<file path="src/design/sps_pkg.sv">
// Shared types, constants and coil tables for the stepper phase sequencer.
// No dependencies; imported by every module of the block.
`timescale 1ns / 1ps
`default_nettype none

package sps_pkg;

   // transaction opcodes
   typedef enum logic [1:0] {
      ACT_TICK    = 2'd0,
      ACT_MOVE    = 2'd1,
      ACT_ROTATE  = 2'd2,
      ACT_RELEASE = 2'd3
   } action_type;

   // drive mode codes (code 3 steps like full-step two-phase)
   localparam logic [1:0] MODE_FULL = 2'd0;
   localparam logic [1:0] MODE_HALF = 2'd1;
   localparam logic [1:0] MODE_WAVE = 2'd2;

   // field widths
   localparam int COUNT_W = 24;
   localparam int ANGLE_W = 16;
   localparam int DELAY_W = 16;
   localparam int POS_W   = 32;

   // angle * steps-per-turn stays at or below 2^27 over the parameter range
   localparam int PROD_W  = 28;
   localparam int TURN_W  = 13;

   // x / 360 == (x >> 3) / 45; exact reciprocal of 45 for a 25-bit dividend
   localparam int          RECIP_SHIFT = 31;
   localparam logic [25:0] RECIP_45    = 26'd47721859;
   localparam int          QUOT_W      = 19;

   // normalized command handed from the prep pipeline to the execute stage
   typedef struct packed {
      action_type           action;
      logic [COUNT_W-1:0]   mag;
      logic                 backward;
      logic [DELAY_W-1:0]   delay;
   } cmd_type;

   // coil pattern for a phase index, bits A1,A2,B1,B2 in 0..3
   function automatic logic [3:0] phase_coils(input logic [1:0] mode,
                                              input logic [2:0] phase);
      logic [3:0] pat;
      case (mode)
         MODE_HALF: begin
            case (phase)
               3'd0:    pat = 4'b0001;
               3'd1:    pat = 4'b0011;
               3'd2:    pat = 4'b0010;
               3'd3:    pat = 4'b0110;
               3'd4:    pat = 4'b0100;
               3'd5:    pat = 4'b1100;
               3'd6:    pat = 4'b1000;
               default: pat = 4'b1001;
            endcase
         end
         MODE_WAVE: begin
            case (phase[1:0])
               2'd0:    pat = 4'b0001;
               2'd1:    pat = 4'b0010;
               2'd2:    pat = 4'b0100;
               default: pat = 4'b1000;
            endcase
         end
         default: begin
            case (phase[1:0])
               2'd0:    pat = 4'b0011;
               2'd1:    pat = 4'b0110;
               2'd2:    pat = 4'b1100;
               default: pat = 4'b1001;
            endcase
         end
      endcase
      return pat;
   endfunction

endpackage

`default_nettype wire

</file>
<file path="src/design/sps_phase_step.sv">
// Next phase index and coil pattern for one step in either direction.
// Depends on sps_pkg for mode codes and the coil tables.
`timescale 1ns / 1ps
`default_nettype none

module sps_phase_step
   import sps_pkg::*;
(
   input  wire logic [1:0] mode,
   input  wire logic [2:0] phase,
   input  wire logic       backward,
   output      logic [2:0] phase_next,
   output      logic [3:0] coil_next
);

   // half step wraps modulo 8, the others modulo 4
   always_comb begin
      if (mode == MODE_HALF) begin
         phase_next = backward ? (phase - 3'd1) : (phase + 3'd1);
      end else begin
         phase_next = {1'b0, (backward ? (phase[1:0] - 2'd1) : (phase[1:0] + 2'd1))};
      end
      coil_next = phase_coils(mode, phase_next);
   end

endmodule

`default_nettype wire

</file>
<file path="src/design/sps_cmd_prep.sv">
// Two-stage command prep: scales rotate angles to steps and takes magnitudes.
// Depends on sps_pkg; feeds the execute stage in the top level.
`timescale 1ns / 1ps
`default_nettype none

module sps_cmd_prep
   import sps_pkg::*;
#(
   parameter int STEPS_PER_TURN = 200
)(
   input  wire logic                      clock,
   input  wire logic                      reset,
   input  wire logic [1:0]                drive_mode,
   input  wire logic                      in_valid,
   output      logic                      in_ready,
   input  wire action_type                in_action,
   input  wire logic signed [COUNT_W-1:0] in_count,
   input  wire logic signed [ANGLE_W-1:0] in_angle,
   input  wire logic [DELAY_W-1:0]        in_delay,
   output      logic                      out_valid,
   input  wire logic                      out_ready,
   output      cmd_type                   out_cmd
);

   localparam logic [TURN_W-1:0] TURN = TURN_W'(STEPS_PER_TURN);

   // stage a: operands plus |angle| * steps per turn
   logic                      a_valid_ff;
   action_type                a_action_ff;
   logic signed [COUNT_W-1:0] a_count_ff;
   logic                      a_neg_ff;
   logic [PROD_W-1:0]         a_prod_ff;
   logic [DELAY_W-1:0]        a_delay_ff;

   // stage b: normalized command
   logic    b_valid_ff;
   cmd_type b_cmd_ff;

   logic                      a_load;
   logic                      b_load;
   logic [ANGLE_W:0]          angle_ext;
   logic [ANGLE_W:0]          angle_mag;
   logic [ANGLE_W+TURN_W-1:0] angle_prod;
   logic [50:0]               quot_full;
   logic [QUOT_W-1:0]         quot;
   logic [COUNT_W-1:0]        rot_mag;
   logic [COUNT_W-1:0]        move_mag;
   cmd_type                   b_cmd_in;

   // pipeline flow control
   assign b_load   = a_valid_ff && (!b_valid_ff || out_ready);
   assign a_load   = in_valid && in_ready;
   assign in_ready = !a_valid_ff || b_load;

   // angle magnitude and scale
   always_comb begin
      angle_ext  = {in_angle[ANGLE_W-1], in_angle};
      angle_mag  = in_angle[ANGLE_W-1] ? ((ANGLE_W+1)'(0) - angle_ext) : angle_ext;
      angle_prod = (ANGLE_W+TURN_W)'(angle_mag) * (ANGLE_W+TURN_W)'(TURN);
   end

   // divide by 360 via shift by 3 and reciprocal of 45, then normalize
   always_comb begin
      quot_full = 51'(a_prod_ff[PROD_W-1:3]) * 51'(RECIP_45);
      quot      = quot_full[RECIP_SHIFT+QUOT_W-1:RECIP_SHIFT];
      if (drive_mode == MODE_HALF) begin
         rot_mag = COUNT_W'({quot, 1'b0});
      end else begin
         rot_mag = COUNT_W'(quot);
      end
      move_mag = a_count_ff[COUNT_W-1] ? (COUNT_W'(0) - a_count_ff) : a_count_ff;

      b_cmd_in.action = a_action_ff;
      b_cmd_in.delay  = a_delay_ff;
      if (a_action_ff == ACT_ROTATE) begin
         b_cmd_in.mag      = rot_mag;
         b_cmd_in.backward = a_neg_ff;
      end else begin
         b_cmd_in.mag      = move_mag;
         b_cmd_in.backward = a_count_ff[COUNT_W-1];
      end
   end

   // stage registers
   always_ff @(posedge clock) begin
      if (reset) begin
         a_valid_ff <= 1'b0;
         b_valid_ff <= 1'b0;
      end else begin
         if (in_ready) begin
            a_valid_ff <= in_valid;
         end
         if (!b_valid_ff || out_ready) begin
            b_valid_ff <= a_valid_ff;
         end
      end
   end

   always_ff @(posedge clock) begin
      if (a_load) begin
         a_action_ff <= in_action;
         a_count_ff  <= in_count;
         a_neg_ff    <= in_angle[ANGLE_W-1];
         a_prod_ff   <= angle_prod[PROD_W-1:0];
         a_delay_ff  <= in_delay;
      end
      if (b_load) begin
         b_cmd_ff <= b_cmd_in;
      end
   end

   assign out_valid = b_valid_ff;
   assign out_cmd   = b_cmd_ff;

endmodule

`default_nettype wire

</file>
<file path="src/design/stepper_phase_sequencer_core.sv">
// Stepper phase sequencer top level: command prep, step state and result register.
// Depends on sps_pkg, sps_cmd_prep and sps_phase_step.
//
//   port group  | direction | handshake            | contents
//   req_*       | in        | req_valid/req_ready  | action, step count, angle, delay
//   rsp_*       | out       | rsp_valid/rsp_ready  | coils, position, busy, stepped, rejected
//   csr_*       | in        | csr_wr_en            | drive mode
//
// One transaction per cycle sustained while the result is not stalled; an accepted
// transaction passes angle scaling, reciprocal divide by 360, then the step state
// update that loads the result register.
// Synchronous active-high reset clears all control state; coils off, position 0.
// A stalled result holds the pipeline; up to three transactions stay in flight.
`timescale 1ns / 1ps
`default_nettype none

module stepper_phase_sequencer_core
   import sps_pkg::*;
#(
   parameter int STEPS_PER_TURN = 200
)(
   input  wire logic                      clock,
   input  wire logic                      reset,
   input  wire logic                      req_valid,
   output      logic                      req_ready,
   input  wire logic [1:0]                req_action,
   input  wire logic signed [COUNT_W-1:0] req_step_count,
   input  wire logic signed [ANGLE_W-1:0] req_angle_degrees,
   input  wire logic [DELAY_W-1:0]        req_step_delay_ms,
   output      logic                      rsp_valid,
   input  wire logic                      rsp_ready,
   output      logic [3:0]                rsp_coils,
   output      logic signed [POS_W-1:0]   rsp_position,
   output      logic                      rsp_busy_res,
   output      logic                      rsp_stepped,
   output      logic                      rsp_rejected,
   input  wire logic                      csr_wr_en,
   input  wire logic [1:0]                csr_wr_data
);

   // step state
   logic [1:0]         drive_mode_ff;
   logic [2:0]         phase_ff,    phase_in;
   logic [POS_W-1:0]   pos_ff,      pos_in;
   logic [COUNT_W-1:0] steps_ff,    steps_in;
   logic               back_ff,     back_in;
   logic [DELAY_W-1:0] wait_ff,     wait_in;
   logic [DELAY_W-1:0] reload_ff,   reload_in;
   logic               moving_ff,   moving_in;
   logic [3:0]         coil_ff,     coil_in;

   // result register
   logic               rsp_valid_ff;
   logic [3:0]         rsp_coils_ff;
   logic [POS_W-1:0]   rsp_pos_ff;
   logic               rsp_busy_ff;
   logic               rsp_stepped_ff, stepped_in;
   logic               rsp_rejected_ff, rejected_in;

   logic               cmd_valid;
   logic               cmd_ready;
   cmd_type            cmd;
   logic               exec_fire;
   logic               do_step;
   logic               step_dir;
   logic [DELAY_W-1:0] wait_dec;
   logic [2:0]         step_phase;
   logic [3:0]         step_coil;

   sps_cmd_prep #(
      .STEPS_PER_TURN(STEPS_PER_TURN)
   ) u_prep (
      .clock      (clock),
      .reset      (reset),
      .drive_mode (drive_mode_ff),
      .in_valid   (req_valid),
      .in_ready   (req_ready),
      .in_action  (action_type'(req_action)),
      .in_count   (req_step_count),
      .in_angle   (req_angle_degrees),
      .in_delay   (req_step_delay_ms),
      .out_valid  (cmd_valid),
      .out_ready  (cmd_ready),
      .out_cmd    (cmd)
   );

   sps_phase_step u_step (
      .mode       (drive_mode_ff),
      .phase      (phase_ff),
      .backward   (step_dir),
      .phase_next (step_phase),
      .coil_next  (step_coil)
   );

   assign cmd_ready = !rsp_valid_ff || rsp_ready;
   assign exec_fire = cmd_valid && cmd_ready;
   assign wait_dec  = (wait_ff != '0) ? (wait_ff - DELAY_W'(1)) : wait_ff;

   // command decode and step state update
   always_comb begin
      steps_in    = steps_ff;
      back_in     = back_ff;
      wait_in     = wait_ff;
      reload_in   = reload_ff;
      moving_in   = moving_ff;
      coil_in     = coil_ff;
      phase_in    = phase_ff;
      pos_in      = pos_ff;
      do_step     = 1'b0;
      step_dir    = back_ff;
      stepped_in  = 1'b0;
      rejected_in = 1'b0;

      unique case (cmd.action)
         ACT_TICK: begin
            if (moving_ff) begin
               wait_in = wait_dec;
               if (wait_dec == '0) begin
                  if (steps_ff != '0) begin
                     do_step   = 1'b1;
                     steps_in  = steps_ff - COUNT_W'(1);
                     wait_in   = reload_ff;
                     moving_in = !(steps_ff == COUNT_W'(1) && reload_ff == '0);
                  end else begin
                     moving_in = 1'b0;
                  end
               end
            end
         end
         ACT_MOVE, ACT_ROTATE: begin
            if (moving_ff) begin
               rejected_in = 1'b1;
            end else if (cmd.mag != '0) begin
               do_step   = 1'b1;
               step_dir  = cmd.backward;
               back_in   = cmd.backward;
               reload_in = cmd.delay;
               steps_in  = cmd.mag - COUNT_W'(1);
               wait_in   = cmd.delay;
               moving_in = (cmd.mag != COUNT_W'(1)) || (cmd.delay != '0);
            end
         end
         ACT_RELEASE: begin
            if (moving_ff) begin
               rejected_in = 1'b1;
            end else begin
               coil_in = 4'b0000;
            end
         end
         default: begin
         end
      endcase

      // one step of the phase sequence
      if (do_step) begin
         phase_in   = step_phase;
         coil_in    = step_coil;
         pos_in     = step_dir ? (pos_ff - POS_W'(1)) : (pos_ff + POS_W'(1));
         stepped_in = 1'b1;
      end
   end

   // state registers; a mode write restarts the phase sequence
   always_ff @(posedge clock) begin
      if (reset) begin
         drive_mode_ff <= MODE_FULL;
         phase_ff      <= 3'd0;
         pos_ff        <= '0;
         steps_ff      <= '0;
         back_ff       <= 1'b0;
         wait_ff       <= '0;
         reload_ff     <= '0;
         moving_ff     <= 1'b0;
         coil_ff       <= 4'b0000;
      end else begin
         if (exec_fire) begin
            pos_ff    <= pos_in;
            steps_ff  <= steps_in;
            back_ff   <= back_in;
            wait_ff   <= wait_in;
            reload_ff <= reload_in;
            moving_ff <= moving_in;
            coil_ff   <= coil_in;
         end
         if (csr_wr_en) begin
            drive_mode_ff <= csr_wr_data;
            phase_ff      <= 3'd0;
         end else if (exec_fire) begin
            phase_ff      <= phase_in;
         end
      end
   end

   // result register valid
   always_ff @(posedge clock) begin
      if (reset) begin
         rsp_valid_ff <= 1'b0;
      end else if (cmd_ready) begin
         rsp_valid_ff <= cmd_valid;
      end
   end

   // result payload
   always_ff @(posedge clock) begin
      if (exec_fire) begin
         rsp_coils_ff    <= coil_in;
         rsp_pos_ff      <= pos_in;
         rsp_busy_ff     <= moving_in;
         rsp_stepped_ff  <= stepped_in;
         rsp_rejected_ff <= rejected_in;
      end
   end

   assign rsp_valid    = rsp_valid_ff;
   assign rsp_coils    = rsp_coils_ff;
   assign rsp_position = rsp_pos_ff;
   assign rsp_busy_res = rsp_busy_ff;
   assign rsp_stepped  = rsp_stepped_ff;
   assign rsp_rejected = rsp_rejected_ff;

   // a rejected command never steps
   a_reject_no_step: assert property (@(posedge clock) disable iff (reset)
      rsp_valid_ff |-> !(rsp_rejected_ff && rsp_stepped_ff))
      else $error("rejected transaction also stepped");

   // a step always drives a coil pattern
   a_step_drives_coils: assert property (@(posedge clock) disable iff (reset)
      (rsp_valid_ff && rsp_stepped_ff) |-> (rsp_coils_ff != 4'b0000))
      else $error("step taken with coils off");

   // idle means no steps pending
   a_idle_no_steps: assert property (@(posedge clock) disable iff (reset)
      !moving_ff |-> (steps_ff == '0))
      else $error("steps pending while idle");

   // result register is empty right after reset
   a_reset_empty: assert property (@(posedge clock)
      $past(reset) |-> !rsp_valid_ff)
      else $error("result valid after reset");

endmodule

`default_nettype wire
</file>
<file path="config.mk">
export PLATFORM = sky130hd
export DESIGN_NAME = stepper_phase_sequencer_core
export DESIGN_NICKNAME = d
export VERILOG_FILES = /design/src/design/sps_pkg.sv /design/src/design/sps_phase_step.sv /design/src/design/sps_cmd_prep.sv /design/src/design/stepper_phase_sequencer_core.sv
export SDC_FILE = /design/constraint.sdc
export NUM_CORES = 1
export LEC_CHECK = 0
export BUFFER_PORTS_ARGS = -buffer_cell sky130_fd_sc_hd__clkbuf_2
export CORE_UTILIZATION = 25
export DETAILED_ROUTE_END_ITERATION = 7
export GPL_ROUTABILITY_DRIVEN = 0
export PLACE_DENSITY = 0.44
export SYNTH_ARGS = -nofsm -noshare
export SYNTH_HDL_FRONTEND = slang
export SYNTH_HIERARCHICAL = 1
export SYNTH_SLANG_ARGS = --single-unit
</file>
<file path="constraint.sdc">
create_clock -name clock -period 8.9 [get_ports clock]
set_input_delay 1.335 -clock clock [delete_from_list [all_inputs] [get_ports clock]]
set_output_delay 1.335 -clock clock [all_outputs]
set_load 0.1 [all_outputs]
</file>
# Word-level counts from Yosys, hierarchy flattened
# Cells that the tools add are included.
[totals] input_bits=65 ff_bits=249 out_inout_bits=41 word_cells=136
[classes] eq_ne=21 n_reduce_logical=29 add_sub_neg=11 n_mux=46 bitwise_logic=1 n_mul=2
[op_table] cell="24-bit two-way mux" n=6
[op_table] cell="16-bit two-way mux" n=6
[op_table] cell="32-bit two-way mux" n=2
[op_table] cell="22-bit by 26-bit multiplier with 48-bit output, second input constant" n=1
[op_table] cell="24-bit one-hot mux with 2 select lines" n=1
[op_table] cell="24-bit nonzero test" n=2
[op_table] cell="24-bit by 1-bit subtractor with 24-bit output, second input constant" n=2
[op_table] cell="32-bit by 1-bit adder with 32-bit output, second input constant" n=1
[op_table] cell="16-bit zero test" n=2
[op_table] cell="16-bit one-hot mux with 2 select lines" n=1
[op_table] cell="16-bit nonzero test" n=2
[op_table] cell="32-bit by 1-bit subtractor with 32-bit output, second input constant" n=1
[op_table] cell="4-bit one-hot mux with 7 select lines" n=1
[op_table] cell="25-bit two-way mux" n=1
[op_table] cell="24-bit by 1-bit equality test with 1-bit output, second input constant" n=1
[op_table] cell="24-bit by 1-bit != test with 1-bit output, second input constant" n=1
[op_table] cell="4-bit one-hot mux with 3 select lines" n=2
[op_table] cell="1-bit by 24-bit subtractor with 24-bit output, first input constant" n=1
[op_table] cell="17-bit by 5-bit multiplier with 22-bit output, second input constant" n=1
[op_table] cell="20-bit two-way mux" n=1
[op_table] cell="17-bit two-way mux" n=1
[op_table] cell="1-bit by 16-bit subtractor with 17-bit output, first input constant" n=1
[op_table] cell="16-bit by 1-bit subtractor with 16-bit output, second input constant" n=1
[op_table] cell="1-bit two-way mux" n=15
[op_table] cell="28 further kinds" n=56

# Logic depth before layout (Yosys ltp)
[logic_depth] word_depth=10 depth_mapped=27 mapped_depth_nobuf=27

# Hierarchy
# The synthesis kept the hierarchy.
[modules_own_cells] mod="sps_cmd_prep" instances=1 seq_area_each_um2=3283.1 cells_per_inst=1231 area_per_inst_um2=13320.3
[modules_own_cells] mod="stepper_phase_sequencer_core" instances=1 seq_area_each_um2=3173.0 cells_per_inst=1148 area_per_inst_um2=9073.7
[modules_own_cells] mod="sps_phase_step" instances=1 seq_area_each_um2=0.0 cells_per_inst=39 area_per_inst_um2=305.3

# Least setup slack after synthesis
# OpenSTA, ideal clock, no wires.
[synth_path] kind="reg-to-reg" from="register u_prep.a_prod_ff[24]" to="register u_prep.b_cmd_ff, in the netlist u_prep/out_cmd[33] (data pin)" path_buffers=0 path_stages_with_launch=23 period_less_slack_ns=6.479 setup_slack_ns=2.421 t_required_ns=8.627 setup_ns=0.273 arrival_time_ns=6.207 path_cell_list="edfxtp_1 > ha_1 > fa_1 > fa_1 > inv_1 > fa_1 > fa_1 > fa_1 > inv_1 > fa_1 > inv_1 > ha_1 > nand4_1 > nor4_1 > nand4_1 > a21oi_1 > nor3_2 > o21ai_1 > a221oi_2 > o21bai_1 > a21oi_2 > xnor2_1 > o221ai_1"
[synth_lines] item="start, declared" line_no="sps_cmd_prep.sv:32" text="logic [PROD_W-1:0] a_prod_ff;"
[synth_lines] item="start signal, assigned" line_no="sps_cmd_prep.sv:104" text="a_prod_ff <= angle_prod[PROD_W-1:0];"
[synth_lines] item="end signal, assigned" line_no="sps_cmd_prep.sv:108" text="b_cmd_ff <= b_cmd_in;"
[synth_lines] item="end, declared" line_no="sps_cmd_prep.sv:37" text="cmd_type b_cmd_ff;"

==> results.yml <==
outcome:
  status: "finished, final reports clean"
critical_path:
  worstPathMaxFanout: 6
  crit_path_end_kind: "flop"
  critPathRequiredTime_ns: 9.18
  crit_top_cell: "fa_1"
  start_kind: "flop"
  worst_path_largest_cell_delay_ns: 0.56
  arrival_ns: 7.43
  worstPathCellList: "ha_1 > fa_1 > fa_1 > inv_1 > fa_1 > fa_1 > fa_1 > inv_1 > fa_1 > inv_1 > ha_1 > nand4_1 > nor4_1 > nand4_1 > a21oi_1 > nor3_2 > o21ai_1 > a221oi_2 > o21bai_1 > a21oi_2 > xnor2_1 > o221ai_1"
  crit_slowest_cell: "fa_1"
  crit_type: "flop to flop"
cells_and_area:
  layout-drive-gt1-share_pct: 8.637
  fin_util_pct: 28.36
  antenna_cells: 0
  fin_nets: 3030
  syn_to_final_growth_pct: 12.47
synth:
  yosys.area.top_type_share_pct: 19.45
  netlist_area_um2: 22700
  synth-seq-cells: 249
  yosys.area.top_type: "edfxtp_1"
  async_flop_share_pct: 0
  synth_edf_count: 147
  synth_warnings: 6
  yosys_most_used_dff: "edfxtp_1"
  synth_area_leaders: "edfxtp_1 19%, ha_1 17%, fa_1 14%"
  synthesis.instances: 2418
  ys_seq_area_share_pct: 28.44
  post_synth.cell_area_avg_um2: 9.388
  ys_types: 91
timing:
  fmax_mhz: 139.8
  period_share_pct: 80.36
  tightest_slew_ns: 1.066
  hold_violations: 0
  slew_headroom_pct: 28.29
  fin_crit_ns: 7.152
  setup_violations: 0
  grt_setup_unrepaired: "false"
  fin_skew_ns: 0.02943
  slew_viol_final: 0
  fin_setup_tns_ns: 0
place:
  dpl.hpwl_um: 48120
  numPortBuffers: 105
drt:
  routedWlPerCell_um: 16.37
  avgViaCountPerCell: 4.640
  drt_first_iter_violations: 804
  drc: 0
  routed_wl_um: 60550
  vias: 17170
  first_pass_iters: 5
  drt.antenna.violating_nets: 0
clock_network:
  cts_tree: "yes"
  clock_path_buffers: 3
  clk_pin_slew_worst_paths_ns: 0.06
  postCtsHoldBufs: 0
  htreeDepth: 2
  root_buffer: "clkbuf_16"
  ctsResizeCount: 0
  insertion_delay_ns: 0.56
  clock_sinks: 249
  cts_buffers: 34
  cts_setup_buffers: 0
global_routing:
  grtUsageTotal_pct: 13.23
  grt_pass1_wl_um: 96700
  first_global_vias: 17860
  antenna_found_initial: 0
  grt-ovfl-total: 0
  grt_max_degree: 69
die:
  ioPinCount: 106
  start_util_pct: 25.22
  die-area_um2: 92010
  die_x_um: 303.3
  die_h_um: 303.3
  core_um2: 90010
  fp-row-count: 110
min_path:
  hold_class: "flop to flop"
job:
  maxCapViolCount: 0
## metal layers
layer	track usage, %	share of wire [%]	vias up
met3	1.585	2.5	76
met1	15.44	42	8358
met5	0	0	-
met2	25.00	52	240
li1	-	-	8494
met4	3.964	2.8	0
## registers in the layout, summed over array words and instances (netlist names), 16 cells and up
| register | cells |
|---|---|
| u_prep/out_cmd | 43 |
| pos_ff | 32 |
| rsp_position | 32 |
| steps_ff | 24 |
| u_prep/a_count_ff | 24 |
| u_prep/a_prod_ff | 22 |
| reload_ff | 16 |
| u_prep/a_delay_ff | 16 |
| wait_ff | 16 |
## cell usage after synthesis (all sizes together), types with 19 or more instances
cell type,n
xnor2,68
nor2,94
inv,376
nand2,276
edfxtp,147
nor4,31
xor2,50
ha,309
a31oi,19
o21ai,106
fa,157
nor3,34
nand3,31
or4,26
dfxtp,102
a211oi,27
a211o,20
buf,27
clkbuf,48
a21o,32
a21oi,183
## worst max-delay path, delay by kind of cell (launching register included)
kind | cells | cell delay [ns]
AND/OR/NAND/NOR | 4 | 0.79
XOR/XNOR | 1 | 0.24
adder cells (fa/ha/maj) | 8 | 3.91
flip-flops | 1 | 0.52
AO/OA/AOI/OAI | 6 | 1.23
buffers and inverters | 3 | 0.19
## logic make-up (layout without fill, tap and decap cells)
| family | after synthesis | count (layout) | synth area share (%) |
|---|---|---|---|
| AOI/OAI and AO/OA | 504 | 504 | 14.26 |
| other | 2 | 3 | 0.03308 |
| and+or+nand+nor | 615 | 615 | 13.14 |
| DFF | 249 | 249 | 28.44 |
| buffers and inverters | 451 | 556 | 8.037 |
| muxes | 12 | 12 | 0.5512 |
| xor gates and xnor gates | 119 | 119 | 4.658 |
| adders and majority gates | 466 | 466 | 30.88 |
## cells in the final DEF, fill, tap and decap left out, types with 20 or more instances in the layout
cell,instances
a21o_1,32
nor4_1,30
a211o_1,20
a211oi_1,24
nor3_1,29
clkbuf_16,35
nand3_1,31
fa_1,157
edfxtp_1,147
nor2_1,93
or4_1,25
a21oi_1,180
o21ai_0,98
xor2_1,50
clkbuf_2,104
ha_1,308
nand2_1,275
xnor2_1,68
inv_1,374
dfxtp_1,102
## path summary, 6_finish.rpt
check,to,from,slack [ns],depth (start not counted)
max,u_prep/out_cmd[33],u_prep/a_prod_ff[24],1.75,22
min,u_prep/out_cmd[5],u_prep/a_delay_ff[5],0.42,0
max reg2reg,u_prep/out_cmd[33],u_prep/a_prod_ff[24],1.75,22
min reg2reg,u_prep/out_cmd[5],u_prep/a_delay_ff[5],0.42,0
## final cells by class
class | instances | area [um^2]
Inverter | 376 | 1411
Fill cell | 9609 | 64480
Timing Repair Buffer | 119 | 633.1
Multi-Input combinational cell | 1719 | 14450
Clock inverter | 19 | 186.4
Clock buffer | 42 | 922.1
Tap cell | 1176 | 1471
Sequential cell | 249 | 6456
## stage by stage
stage / area (um^2) / std cells / hold slack, ns / worst slack, ns
3_3_place_gp: 24420 / 3639 / 0.4082 / 1.953
3_5_place_dp: 24420 / 3639 / 0.4062 / 1.819
4_1_cts: 25530 / 3700 / 0.4200 / 1.790
6_report: 25530 / 3700 / 0.4167 / 1.748
2_1_floorplan: 22700 / 2419 / 0.4003 / 2.421
5_1_grt: 25530 / 3700 / 0.4211 / 1.391
Power is left out: the tool's default activity adds up to more than one toggle a clock period on the data nets, which glitch-free logic cannot reach.
